[src/rtl/ksm_pkg.sv]
// package for the keyword span marker: sizes, command codes and transaction types
// used by every module of the block; depends on nothing
package ksm_pkg;

    localparam int MAX_WORDS = 64;
    localparam int MAX_LEN   = 16;

    localparam int SLOT_W = 6;
    localparam int POS_W  = 4;
    localparam int LEN_W  = 5;
    localparam int CHAR_W = 8;

    localparam logic CMD_KEYWORD = 1'b0;
    localparam logic CMD_TEXT    = 1'b1;

    typedef logic [MAX_LEN-1:0][CHAR_W-1:0] win_t;

    typedef struct packed {
        logic              cmd;
        logic [SLOT_W-1:0] slot;
        logic [POS_W-1:0]  position;
        logic [LEN_W-1:0]  keyword_length;
        logic [CHAR_W-1:0] char_code;
        logic              end_of_text;
    } in_item_t;

    typedef struct packed {
        logic [CHAR_W-1:0] out_char;
        logic              marked;
        logic              open_before;
        logic              close_after;
        logic              last;
    } out_item_t;

    typedef struct packed {
        logic              en;
        logic [SLOT_W-1:0] slot;
        logic [POS_W-1:0]  pos;
        logic [CHAR_W-1:0] ch;
        logic [LEN_W-1:0]  len;
    } kw_wr_t;

endpackage

[src/rtl/ksm_match_unit.sv]
// shared compare unit: one keyword row against the recent-character window
// depends on ksm_pkg
module ksm_match_unit
    import ksm_pkg::*;
(
    input  logic               valid,
    input  win_t               row,
    input  logic [LEN_W-1:0]   len,
    input  win_t               window,
    input  logic [LEN_W-1:0]   count,
    output logic [MAX_LEN-1:0] mask
);

    logic             hit;
    logic [POS_W-1:0] len_m1;
    logic [POS_W-1:0] idx;

    always_comb begin
        len_m1 = len[POS_W-1:0] - 1'b1;
        idx    = '0;
        hit    = valid && (len != '0) && (len < LEN_W'(MAX_LEN)) && (len <= count);
        // keyword char p lines up with window entry len-1-p
        for (int p = 0; p < MAX_LEN; p++) begin
            idx = len_m1 - POS_W'(p);
            if ((LEN_W'(p) < len) && (row[p] != window[idx])) begin
                hit = 1'b0;
            end
        end
        for (int p = 0; p < MAX_LEN; p++) begin
            mask[p] = hit && (LEN_W'(p) < len);
        end
    end

endmodule

[config.mk]
export PLATFORM = sky130hd
export DESIGN_NAME = ksm_match_unit
export DESIGN_NICKNAME = d
export VERILOG_FILES = /design/src/rtl/ksm_pkg.sv /design/src/rtl/ksm_match_unit.sv
export SDC_FILE = /design/constraint.sdc
export NUM_CORES = 1
export LEC_CHECK = 0
export BUFFER_PORTS_ARGS = -buffer_cell sky130_fd_sc_hd__buf_2
export CORE_MARGIN = 2
export CORE_UTILIZATION = 39
export DETAILED_ROUTE_END_ITERATION = 16
export GPL_ROUTABILITY_DRIVEN = 0
export SETUP_SLACK_MARGIN = 0.1
export SLEW_MARGIN = 20
export SYNTH_ARGS = -nofsm -noshare
export SYNTH_HDL_FRONTEND = slang
export SYNTH_SLANG_ARGS = --single-unit
[constraint.sdc]
create_clock -name vclk -period 26.6
set_input_delay 5.32 -clock vclk [all_inputs]
set_output_delay 5.32 -clock vclk [all_outputs]
set_load 0.005 [all_outputs]
# Word level (Yosys, flattened, before mapping)
# Index checks and enable logic that the tools add are counted.
[word_totals] reg_bits=0 inputBits=267 wordCells=150
[op_classes] n_addsub=16 order_cmp=34 eq_ne=16 muxes=48 reduce_logical=36
[op_table] operator="$bmux W8 S4" count=16
[op_table] operator="$mux W8" count=16
[op_table] operator="$ne A8 B8 Y1" count=16
[op_table] operator="$lt A4 B5 Y1 const B" count=16
[op_table] operator="$lt A4 B5 Y1 const A" count=8
[op_table] operator="$logic_and A1 B1 Y1" count=35
[op_table] operator="$sub A4 B4 Y4 const B" count=8
[op_table] operator="$lt A3 B5 Y1 const A" count=4
[op_table] operator="$mux W1" count=16
[op_table] operator="$sub A4 B3 Y4 const B" count=4
[op_table] operator="$lt A1 B5 Y1 const A" count=2
[op_table] operator="$lt A2 B5 Y1 const A" count=2
[op_table] operator="$sub A4 B1 Y4 const B" count=2
[op_table] operator="$sub A4 B2 Y4 const B" count=2
[op_table] operator="$le A5 B5 Y1" count=1
[op_table] operator="$lt A5 B5 Y1 const B" count=1
[op_table] operator="$reduce_bool A5 Y1" count=1

# Logic depth before layout (Yosys ltp)
# Gate-level depths: netlist of the first run.
[depth] ltp_word=22 mapped_depth=23

# Least setup slack after synthesis of the first run
# Ideal clock, no wire load.
[synth_timing] kind="input-to-output" startpoint="input len[0]" endpoint="output mask[9]" t_arrival_ps=10547 path_slack_ps=10733 stages=22 cell_sequence="clkinv_1 buf_2 buf_2 buf_2 ha_1 xnor2_4 inv_2 buf_2 buf_1 ha_1 xnor2_1 xnor2_2 clkbuf_8 mux4_2 xnor2_1 nand2_1 nor4_1 o22ai_1 or4b_1 buf_2 buf_6 nor4_1"
[synth_via] elab_chain_len=22
[synth_rtl] item="start: declaration" line="ksm_match_unit.sv:8" rtl="input logic [LEN_W-1:0] len,"
[synth_rtl] item="$sub A4 B1 Y4" line="ksm_match_unit.sv:19" rtl="len_m1 = len[POS_W-1:0] - 1'b1;"
[synth_rtl] item="$sub A4 B1 Y4 / $bmux W8 S4 (equally long branches)" line="ksm_match_unit.sv:24, ksm_match_unit.sv:25"
[synth_rtl] item="$bmux W8 S4 / $mux W8 (equally long branches)" line="ksm_match_unit.sv:25" rtl="if ((LEN_W'(p) < len) && (row[p] != window[idx])) begin"
[synth_rtl] item="$mux W8 (not written as such) / $ne A8 B8 Y1 (equally long branches)" line="ksm_match_unit.sv:25"
[synth_rtl] item="$ne A8 B8 Y1 / $logic_and A1 B1 Y1 (equally long branches)" line="ksm_match_unit.sv:25"
[synth_rtl] item="$logic_and A1 B1 Y1 / $mux W1 (equally long branches)" line="ksm_match_unit.sv:25"
[synth_rtl] item="$mux W1 (15 in a row)" line="ksm_match_unit.sv:25"
[synth_rtl] item="$logic_and A1 B1 Y1 (*)" line="ksm_match_unit.sv:30" rtl="mask[p] = hit && (LEN_W'(p) < len);"
[synth_rtl] item="end: declaration" line="ksm_match_unit.sv:11" rtl="output logic [MAX_LEN-1:0] mask"
# Mark *: on every way between the ends. The rest lies on a longest branch, timed or not. The select of a mux whose other input is x is not followed.

# Worst setup path in the final report of the first run
[layout_timing] startpoint="input len[0]" endpoint="output mask[1]"
# The elaborated chain is that of the path after synthesis.

==> results of run 1 <==
==> final timing paths <==
path      end  slack, ps
max   mask[1]       8860
min   mask[9]      11150
==> report_power, final <==
group | switching [mW] | internal [mW]
sequential | 0 | 0
combinational | 0.190 | 0.162
clock | 0 | 0.0000000352
==> layer usage <==
layer / GRT usage (%) / routed length, um / vias to the layer above
li1: - / - / 4245
met1: 36.0 / 14800 / 4365
met2: 44.0 / 16200 / 445
met3: 5.23 / 3080 / 64
met4: 9.78 / 1380 / 2
met5: 0 / 7 / -
==> logic make-up after synthesis <==
family                   count (synthesis)  share of synthesized area (%)
XOR/XNOR                               129                           13.6
other                                    1                         0.0408
multiplexers                           378                           55.2
adder cells (fa/ha/maj)                 13                           1.77
AND/OR/NAND/NOR                        255                           13.7
AO/OA/AOI/OAI                          134                           8.97
buffers and inverters                   92                           6.82
==> per-stage QoR <==
| stage | instances | area (sq um) | utilization (%) | hold WS (ps) |
|---|---|---|---|---|
| 3_5_place_dp | 1526 | 10500 | 45.0 | 11140 |
| 3_3_place_gp | 1526 | 10500 | 45.0 | 11160 |
| 4_1_cts | 1526 | 10500 | 45.0 | 11140 |
| 6_report | 1533 | 10500 | 45.1 | 11150 |
| 5_1_grt | 1533 | 10500 | 45.1 | 11190 |
| 2_1_floorplan | 1002 | 9190 | - | 10970 |
==> Yosys cell counts, types with 6 or more instances <==
cell        n  area share [%]
a21oi_1    43             2.3
and3_1      7            0.48
buf_2      30             1.6
buf_4      13             1.1
buf_6      21             2.6
clkbuf_1   12            0.49
ha_1       13             1.8
inv_1       7            0.29
mux2_2     77             9.4
mux2i_1   208              23
mux4_1      8             2.3
mux4_2     82              20
nand2_1    94             3.8
nand2b_1   12            0.82
nand4_1    14            0.95
nor2_1     66             2.7
nor4_1     24             1.6
nor4_2      7            0.95
o211ai_1    6            0.49
o21ai_0    42             2.3
o22ai_1    11            0.75
xnor2_1    64             6.1
xor2_1     57             5.4
==> layout make-up <==
type	count	area, sq um
antenna	7	17.5
fill	2365	12800
inverter	10	37.5
multi-input combinational	910	8590
tap	319	399
timing repair buffer	287	1470
==> Implementation_results.wiki, run 1 <==
{| class="wikitable"
! Metric !! Value
|-
| HPWL after detailed placement || 29.5 mm
|-
| Peak supply drop || 13.7 uV
|-
| Number of I/O port buffers || 274
|-
| DR DRC count || 0
|-
| All-Layer GR Usage || 27.2%
|-
| Initial antenna violation count || 8
|-
| Wire per inst || 23.2 um
|-
| Starting DRT DRC Count || 857
|-
| Most common cell after layout, fill and taps aside || buf_2
|-
| Most frequent cells in the layout || buf_2, mux2i_1, nand2_1, mux4_2, mux2_2
|-
| Number of post-CTS setup repair buffers || 0
|-
| Post-synthesis sequential area ratio || 0%
|-
| Total number of sequential cells || 0
|-
| Clock buffers || 0
|-
| Number of vias per cell || 5.95
|-
| Power per cell area || 33.5 mW/mm^2
|-
| Initial Util || 39.4%
|-
| Chip width || 158 um
|-
| Post-Syn Area per Cell || 9.18 sq um
|-
| Cell area after synthesis || 0.00919 sq mm
|-
| Startpoint Class || primary input
|-
| Number of nets in the layout || 1,489
|-
| CP startpoint || len[0]
|-
| Final critical-path required period || 17,740 ps
|-
| Final setup violation count || 0
|-
| Synthesized Nets || 1,282
|-
| Post-cts repair resize count || 0
|-
| Setup TNS || 0 ps
|-
| Worst Setup End Kind || output pin
|-
| Die height || 158 um
|-
| Crit-path leading delay family || buffers and inverters
|-
| Fraction of final layout cells sized beyond drive strength 1 || 39.9%
|-
| Max_slew headroom || 23.4%
|-
| RSZ-0062 raised after global routing || false
|-
| Required time at the endpoint of the critical path || 21,280 ps
|-
| Worst path setup slack after routing || 8860 ps
|-
| Run status || finished clean
|-
| Final Total Pwr || 352 uW
|-
| Number of antenna-violating nets in the routed design || 0
|-
| Number of failing hold endpoints at the final stage || 0
|-
| Bufs and invs on worst path || 5
|-
| Cell leakage power || 4.65 nW
|-
| Via count of the first global-routing pass || 8,487
|-
| Max capacitance violation total || 0
|-
| Routed wire length || 35.5 mm
|-
| Synth Warn # || 0
|-
| Overall overflow remaining after global route || 0
|-
| Largest net degree at the start of global routing || 81
|-
| Die area || 0.0248 sq mm
|-
| Pin slew with the least headroom to its limit || 1120 ps
|-
| Final slew viol count || 0
|-
| Cell Rows || 56
|-
| Period utilization || 66.7%
|-
| Number of stages on the worst hold path || 4
|-
| Slowest stage cell on the critical path || buf_4
|-
| List of cells traversed by the critical path || buf_4 > inv_2 > ha_4 > buf_4 > inv_2 > ha_1 > nor2b_1 > o21ai_0 > nand3_2 > xor2_4 > mux4_4 > xnor2_1 > nor4_1 > a21oi_1 > or4_1 > nor4_1 > buf_2
|-
| Number of distinct library cells after synthesis || 70
|-
| Floorplan core area || 0.0233 sq mm
|-
| Layout overhead on the synthesized area || 14.4%
|-
| Critical path depth in cells || 17
|-
| Worst setup path class || in -> out
|-
| Area taken by flip-flops and latches || 0 sq um
|-
| Maximum fanout along the worst path || 65
|-
| Worst EP arrival || 12,420 ps
|-
| Gate count of the mapped netlist || 1,002
|-
| Largest stage delay on the critical path || 850 ps
|-
| Worst-case setup slack after placement || 8900 ps
|-
| DRT Pass-1 Iters || 5
|-
| Highest clock frequency the design can meet || 56.4 MHz
|-
| Kind of path behind the tightest hold check || in -> out
|-
| Number of buffers inserted for hold repair after clock tree synthesis || 0
|-
| Min-Delay Startpoint || len[4]
|-
| Top Ports || 283
|-
| First-pass GRT wire length || 50.6 mm
|-
| Via total after detailed routing || 9,121
|}
Note: power is estimated with default switching activity, not from simulation.
==> run 2, diff against run 1 <==
==> constraint.sdc (replaced) <==
create_clock -name vclk -period 17.05
set_input_delay 3.41 -clock vclk [all_inputs]
set_output_delay 3.41 -clock vclk [all_outputs]
set_load 0.005 [all_outputs]
==> run 2 against run 1 <==
Largest power group unchanged. First-iteration DRC count shrank 4.9%. Highest routed layer unchanged. Power is 56% higher. Critical path type unchanged. Final cell count down 0.39%. Via count is 1.6% higher. Largest cell class unchanged.
==> Implementation_results.wiki, run 2 (synthesis gave the netlist of run 1 again) <==
{| class="wikitable"
! Metric !! Value
|-
| Die height || 158 um
|-
| Initial antenna violation count || 3
|-
| Final slew viol count || 0
|-
| Placement-stage cell area || 0.0105 sq mm
|-
| Cell leakage power || 4.66 nW
|-
| Highest clock frequency the design can meet || 73.8 MHz
|-
| RSZ-0062 raised after global routing || false
|-
| Required time at the endpoint of the critical path || 13,640 ps
|-
| Chip width || 158 um
|-
| Number of antenna-violating nets in the routed design || 0
|-
| Number of buffers inserted for hold repair after clock tree synthesis || 0
|-
| CP most frequent cell || buf_4
|-
| Worst Setup End Kind || output pin
|-
| Area taken by flip-flops and latches || 0 sq um
|-
| Final critical-path required period || 13,560 ps
|-
| Final Total Pwr || 550 uW
|-
| Top Ports || 283
|-
| Kind of path behind the tightest hold check || in -> out
|-
| Power per cell area || 52.3 mW/mm^2
|-
| Pin slew with the least headroom to its limit || 1050 ps
|-
| Number of I/O port buffers || 274
|-
| DR DRC count || 0
|-
| Layout overhead on the synthesized area || 14.4%
|-
| Final core utilization || 45.1%
|-
| First-pass GRT wire length || 52.1 mm
|-
| Overall overflow remaining after global route || 0
|-
| Number of failing hold endpoints at the final stage || 0
|-
| Total number of sequential cells || 0
|-
| Clock buffers || 0
|-
| Startpoint Class || primary input
|-
| Number of nets in the layout || 1,488
|-
| Most common cell after layout, fill and taps aside || buf_2
|-
| Most frequent cells in the layout || buf_2, mux2i_1, nand2_1, mux4_2, mux2_2
|-
| Worst EP arrival || 10,150 ps
|-
| Number of post-CTS setup repair buffers || 0
|-
| List of cells traversed by the critical path || buf_4 > inv_2 > buf_4 > ha_4 > buf_12 > ha_1 > xnor2_2 > xnor2_4 > nor2_1 > a211oi_2 > xor2_1 > nand4_1 > nor4_1 > o221ai_1 > or4b_1 > a2111oi_1 > buf_2
|-
| Critical Path End || mask[0]
|-
| Number of vias per cell || 6.07
|-
| Slowest stage cell on the critical path || or4b_1
|-
| Routed wire length || 35.7 mm
|-
| Final setup violation count || 0
|-
| Wire per inst || 23.4 um
|-
| Min-Delay Startpoint || len[4]
|-
| Largest net degree at the start of global routing || 171
|-
| Via count of the first global-routing pass || 8,705
|-
| Period utilization || 79.5%
|-
| HPWL after detailed placement || 29.5 mm
|-
| Initial Util || 39.4%
|-
| Setup TNS || 0 ps
|-
| Fraction of final layout cells sized beyond drive strength 1 || 39.9%
|-
| CP startpoint || len[0]
|-
| Final Cell Area || 0.0105 sq mm
|-
| Worst setup path class || in -> out
|-
| Starting DRT DRC Count || 815
|-
| Via total after detailed routing || 9,270
|-
| Max capacitance violation total || 0
|-
| Post-cts repair resize count || 0
|-
| Die area || 0.0248 sq mm
|-
| Peak supply drop || 32.5 uV
|-
| Cell Rows || 56
|-
| DRT Pass-1 Iters || 5
|-
| Max_slew headroom || 29.9%
|-
| All-Layer GR Usage || 27.5%
|-
| Maximum fanout along the worst path || 170
|-
| Run status || finished clean
|-
| Floorplan core area || 0.0233 sq mm
|-
| Largest stage delay on the critical path || 880 ps
|}
-- run 2: cell count changes in the layout (fill, tap and decap cells not counted) --
cell / before / now
nor3_4: 1 / 2
diode_2: 7 / 2
buf_4: 14 / 12
buf_12: 0 / 1
nor3_2: 1 / 0
-- run 2: through the flow --
| step | std cells | hold slack (ps) | setup WS, ps |
|---|---|---|---|
| floorplan | 1002 | 7150 | 5000 |
| global placement | 1525 | 7320 | 3670 |
| detailed placement | 1525 | 7320 | 3520 |
| CTS | 1525 | 7320 | 3500 |
| global route | 1527 | 7380 | 3150 |
| finish | 1527 | 7320 | 3490 |
-- run 2: area by class of cell --
class	instances	area, sq um
tap	319	399
fill	2336	12800
timing repair buffer	286	1480
antenna	2	5.00
multi-input combinational	910	8600
inverter	10	37.5
-- run 2: per-layer routing --
metal	global-route usage [%]	vias up	part of all wire (%)	wire length, um
li1	-	4231	-	-
met1	37.8	4494	42	15100
met2	46.7	486	47	16700
met3	3.11	57	8.5	3040
met4	5.28	2	2.3	826
met5	0	-	0.020	7
-- run 2: worst min path at each step --
stage / end / slack, ps / depth (start not counted)
floorplan: mask[13] / 7150 / 3
global placement: mask[8] / 7320 / 4
detailed placement: mask[9] / 7320 / 4
CTS: mask[9] / 7320 / 4
global route: mask[8] / 7380 / 4
finish: mask[8] / 7320 / 4
-- run 2: where the power goes --
part	internal, mW	total (mW)	switching, mW
sequential	0	0	0
combinational	0.253	0.550	0.297
clock	0.0000000157	0.0000000157	0
-- run 2: critical path: cells and delay by family --
kind / cells / cell delay [ps]
adder cells (fa/ha/maj): 2 / 810
buffers and inverters: 5 / 2330
XOR/XNOR: 3 / 790
AO/OA/AOI/OAI: 3 / 970
AND/OR/NAND/NOR: 4 / 1750
==> run 3, diff against run 2 <==
--- a/config.mk
+++ b/config.mk
@@ -10,6 +10,7 @@
 export CORE_UTILIZATION = 39
 export DETAILED_ROUTE_END_ITERATION = 16
 export GPL_ROUTABILITY_DRIVEN = 0
+export PLACE_DENSITY = 0.66
 export SETUP_SLACK_MARGIN = 0.1
 export SLEW_MARGIN = 20
 export SYNTH_ARGS = -nofsm -noshare
==> constraint.sdc (replaced) <==
create_clock -name vclk -period 12.15
set_input_delay 2.43 -clock vclk [all_inputs]
set_output_delay 2.43 -clock vclk [all_outputs]
set_load 0.005 [all_outputs]
==> run 3 against run 2 <==
Die area is the same. Hold slack got worse by 2000 ps. Global-route usage hardly changed. First-iteration DRC count fell by 2.8%. Wire length rose by 0.57%. Combinational power rose by 41%. Final cell count up 0.92%. Clock-buffer cell count stayed put. Via count grew 1.2%.
==> Implementation_results.wiki, run 3 (synthesis gave the netlist of run 1 again) <==
{| class="wikitable"
! Metric !! Value
|-
| HPWL after detailed placement || 29.8 mm
|-
| Sequential group share of total power || 0%
|-
| Number of nets in the layout || 1,492
|-
| CP most frequent cell || inv_2
|-
| Wire per inst || 23.3 um
|-
| RSZ-0062 raised after global routing || false
|-
| Switching part of the total power || 53.9%
|-
| Crit-path leading delay family || simple AND/OR/NAND/NOR gates
|-
| Cell Rows || 56
|-
| Total number of sequential cells || 0
|-
| Placement-stage cell area || 0.0105 sq mm
|-
| Largest stage delay on the critical path || 820 ps
|-
| Pin slew with the least headroom to its limit || 1040 ps
|-
| All-Layer GR Usage || 27.4%
|-
| DRT Pass-1 Iters || 5
|-
| Most common cell after layout, fill and taps aside || buf_2
|-
| Kind of path behind the tightest hold check || in -> out
|-
| Layout overhead on the synthesized area || 14.8%
|-
| Clock buffers || 0
|-
| List of cells traversed by the critical path || buf_4 > inv_2 > ha_4 > inv_2 > ha_1 > nor2b_1 > o21ai_0 > nand3_2 > xor2_4 > mux4_4 > xnor2_1 > nor4_1 > a21oi_1 > or4_1 > a2111oi_1 > buf_2
|-
| Die area || 0.0248 sq mm
|-
| Number of vias per cell || 6.09
|-
| Worst setup path class || in -> out
|-
| Number of buffers inserted for hold repair after clock tree synthesis || 0
|-
| Area taken by flip-flops and latches || 0 sq um
|-
| Clock power frac || 0%
|-
| Chip width || 158 um
|-
| Initial Util || 39.4%
|-
| Filler Cells Inserted || 2,293
|-
| Number of antenna-violating nets in the routed design || 0
|-
| Die height || 158 um
|-
| Fraction of final layout cells sized beyond drive strength 1 || 40.1%
|-
| DR DRC count || 0
|-
| Slowest stage cell on the critical path || or4_1
|-
| Most frequent cells in the layout || buf_2, mux2i_1, nand2_1, mux4_2, mux2_2
|-
| Worst EP arrival || 8650 ps
|-
| Final setup violation count || 0
|-
| Setup TNS || 0 ps
|-
| Initial antenna violation count || 10
|-
| Floorplan core area || 0.0233 sq mm
|-
| Overall overflow remaining after global route || 0
|-
| Power per cell area || 73.3 mW/mm^2
|-
| Max capacitance violation total || 0
|-
| Number of failing hold endpoints at the final stage || 0
|-
| Number of I/O port buffers || 274
|-
| Run status || finished clean
|-
| Routed wire length || 35.9 mm
|-
| Starting DRT DRC Count || 792
|-
| Number of post-CTS setup repair buffers || 0
|-
| Startpoint Class || primary input
|-
| Max_slew headroom || 30.2%
|-
| CP startpoint || len[0]
|-
| Final slew viol count || 0
|-
| Cell leakage power || 4.67 nW
|-
| Top Ports || 283
|-
| Post-cts repair resize count || 0
|-
| Largest net degree at the start of global routing || 79
|-
| Final Cell Area || 0.0106 sq mm
|-
| Maximum fanout along the worst path || 51
|-
| Critical Path End || mask[0]
|-
| Required time at the endpoint of the critical path || 9720 ps
|-
| Worst path setup slack after routing || 1070 ps
|-
| Highest clock frequency the design can meet || 90.3 MHz
|-
| Critical path depth in cells || 16
|-
| Worst Setup End Kind || output pin
|-
| Via total after detailed routing || 9,383
|-
| Peak supply drop || 24.4 uV
|-
| Internal power || 356 uW
|-
| Final core utilization || 45.2%
|-
| Final critical-path required period || 11,080 ps
|-
| Worst-case setup slack after placement || 1060 ps
|-
| Fraction of power consumed by combinational cells || 100.0%
|-
| Period utilization || 91.2%
|-
| Via count of the first global-routing pass || 8,721
|-
| First-pass GRT wire length || 51.7 mm
|-
| Bufs and invs on worst path || 4
|-
| Sw Pwr || 417 uW
|}
-- run 3: how the worst min path moves through the flow --
stage,startpoint,endpoint,slack [ps],depth (start not counted)
finish,len[4],mask[9],5360,4
CTS,len[4],mask[9],5350,4
detailed placement,len[4],mask[9],5350,4
global route,len[4],mask[8],5400,4
floorplan,len[1],mask[13],5190,3
global placement,len[4],mask[9],5350,4
-- run 3: final cells by class --
class | count | area, sq um | share of cell area (%)
antenna | 12 | 30.0 | 0.285
tap | 319 | 399 | 3.78
multi-input combinational | 910 | 8590 | 81.4
inverter | 10 | 37.5 | 0.356
timing repair buffer | 290 | 1490 | 14.2
-- run 3: tightest hold or removal path, cell delays in order --
cell     delay [ps]
buf_2           170
a21oi_1         140
nor4_1           60
buf_2           120
-- run 3: per-layer routing --
metal | vias to the layer above | track usage, % | wire (um)
met5 | - | 0 | 24
met4 | 4 | 9.96 | 1680
met3 | 76 | 2.84 | 3200
met2 | 497 | 45.1 | 16200
met1 | 4542 | 37.3 | 14800
li1 | 4264 | - | -
-- run 3: through the flow --
step	cells	total power [mW]	hold WS, ps
finish	1541	0.774	5360
global route	1534	0.826	5400
CTS	1529	0.764	5350
detailed placement	1529	0.761	5350
global placement	1529	0.748	5350
floorplan	1002	0.569	5190
-- run 3: power groups by stage --
stage	sequential [mW]	clock, mW	combinational [mW]
floorplan	0	0	0.569
global placement	0	0	0.748
detailed placement	0	0	0.761
CTS	0	0	0.764
global route	0	0.0000000550	0.826
finish	0	0.000000132	0.774
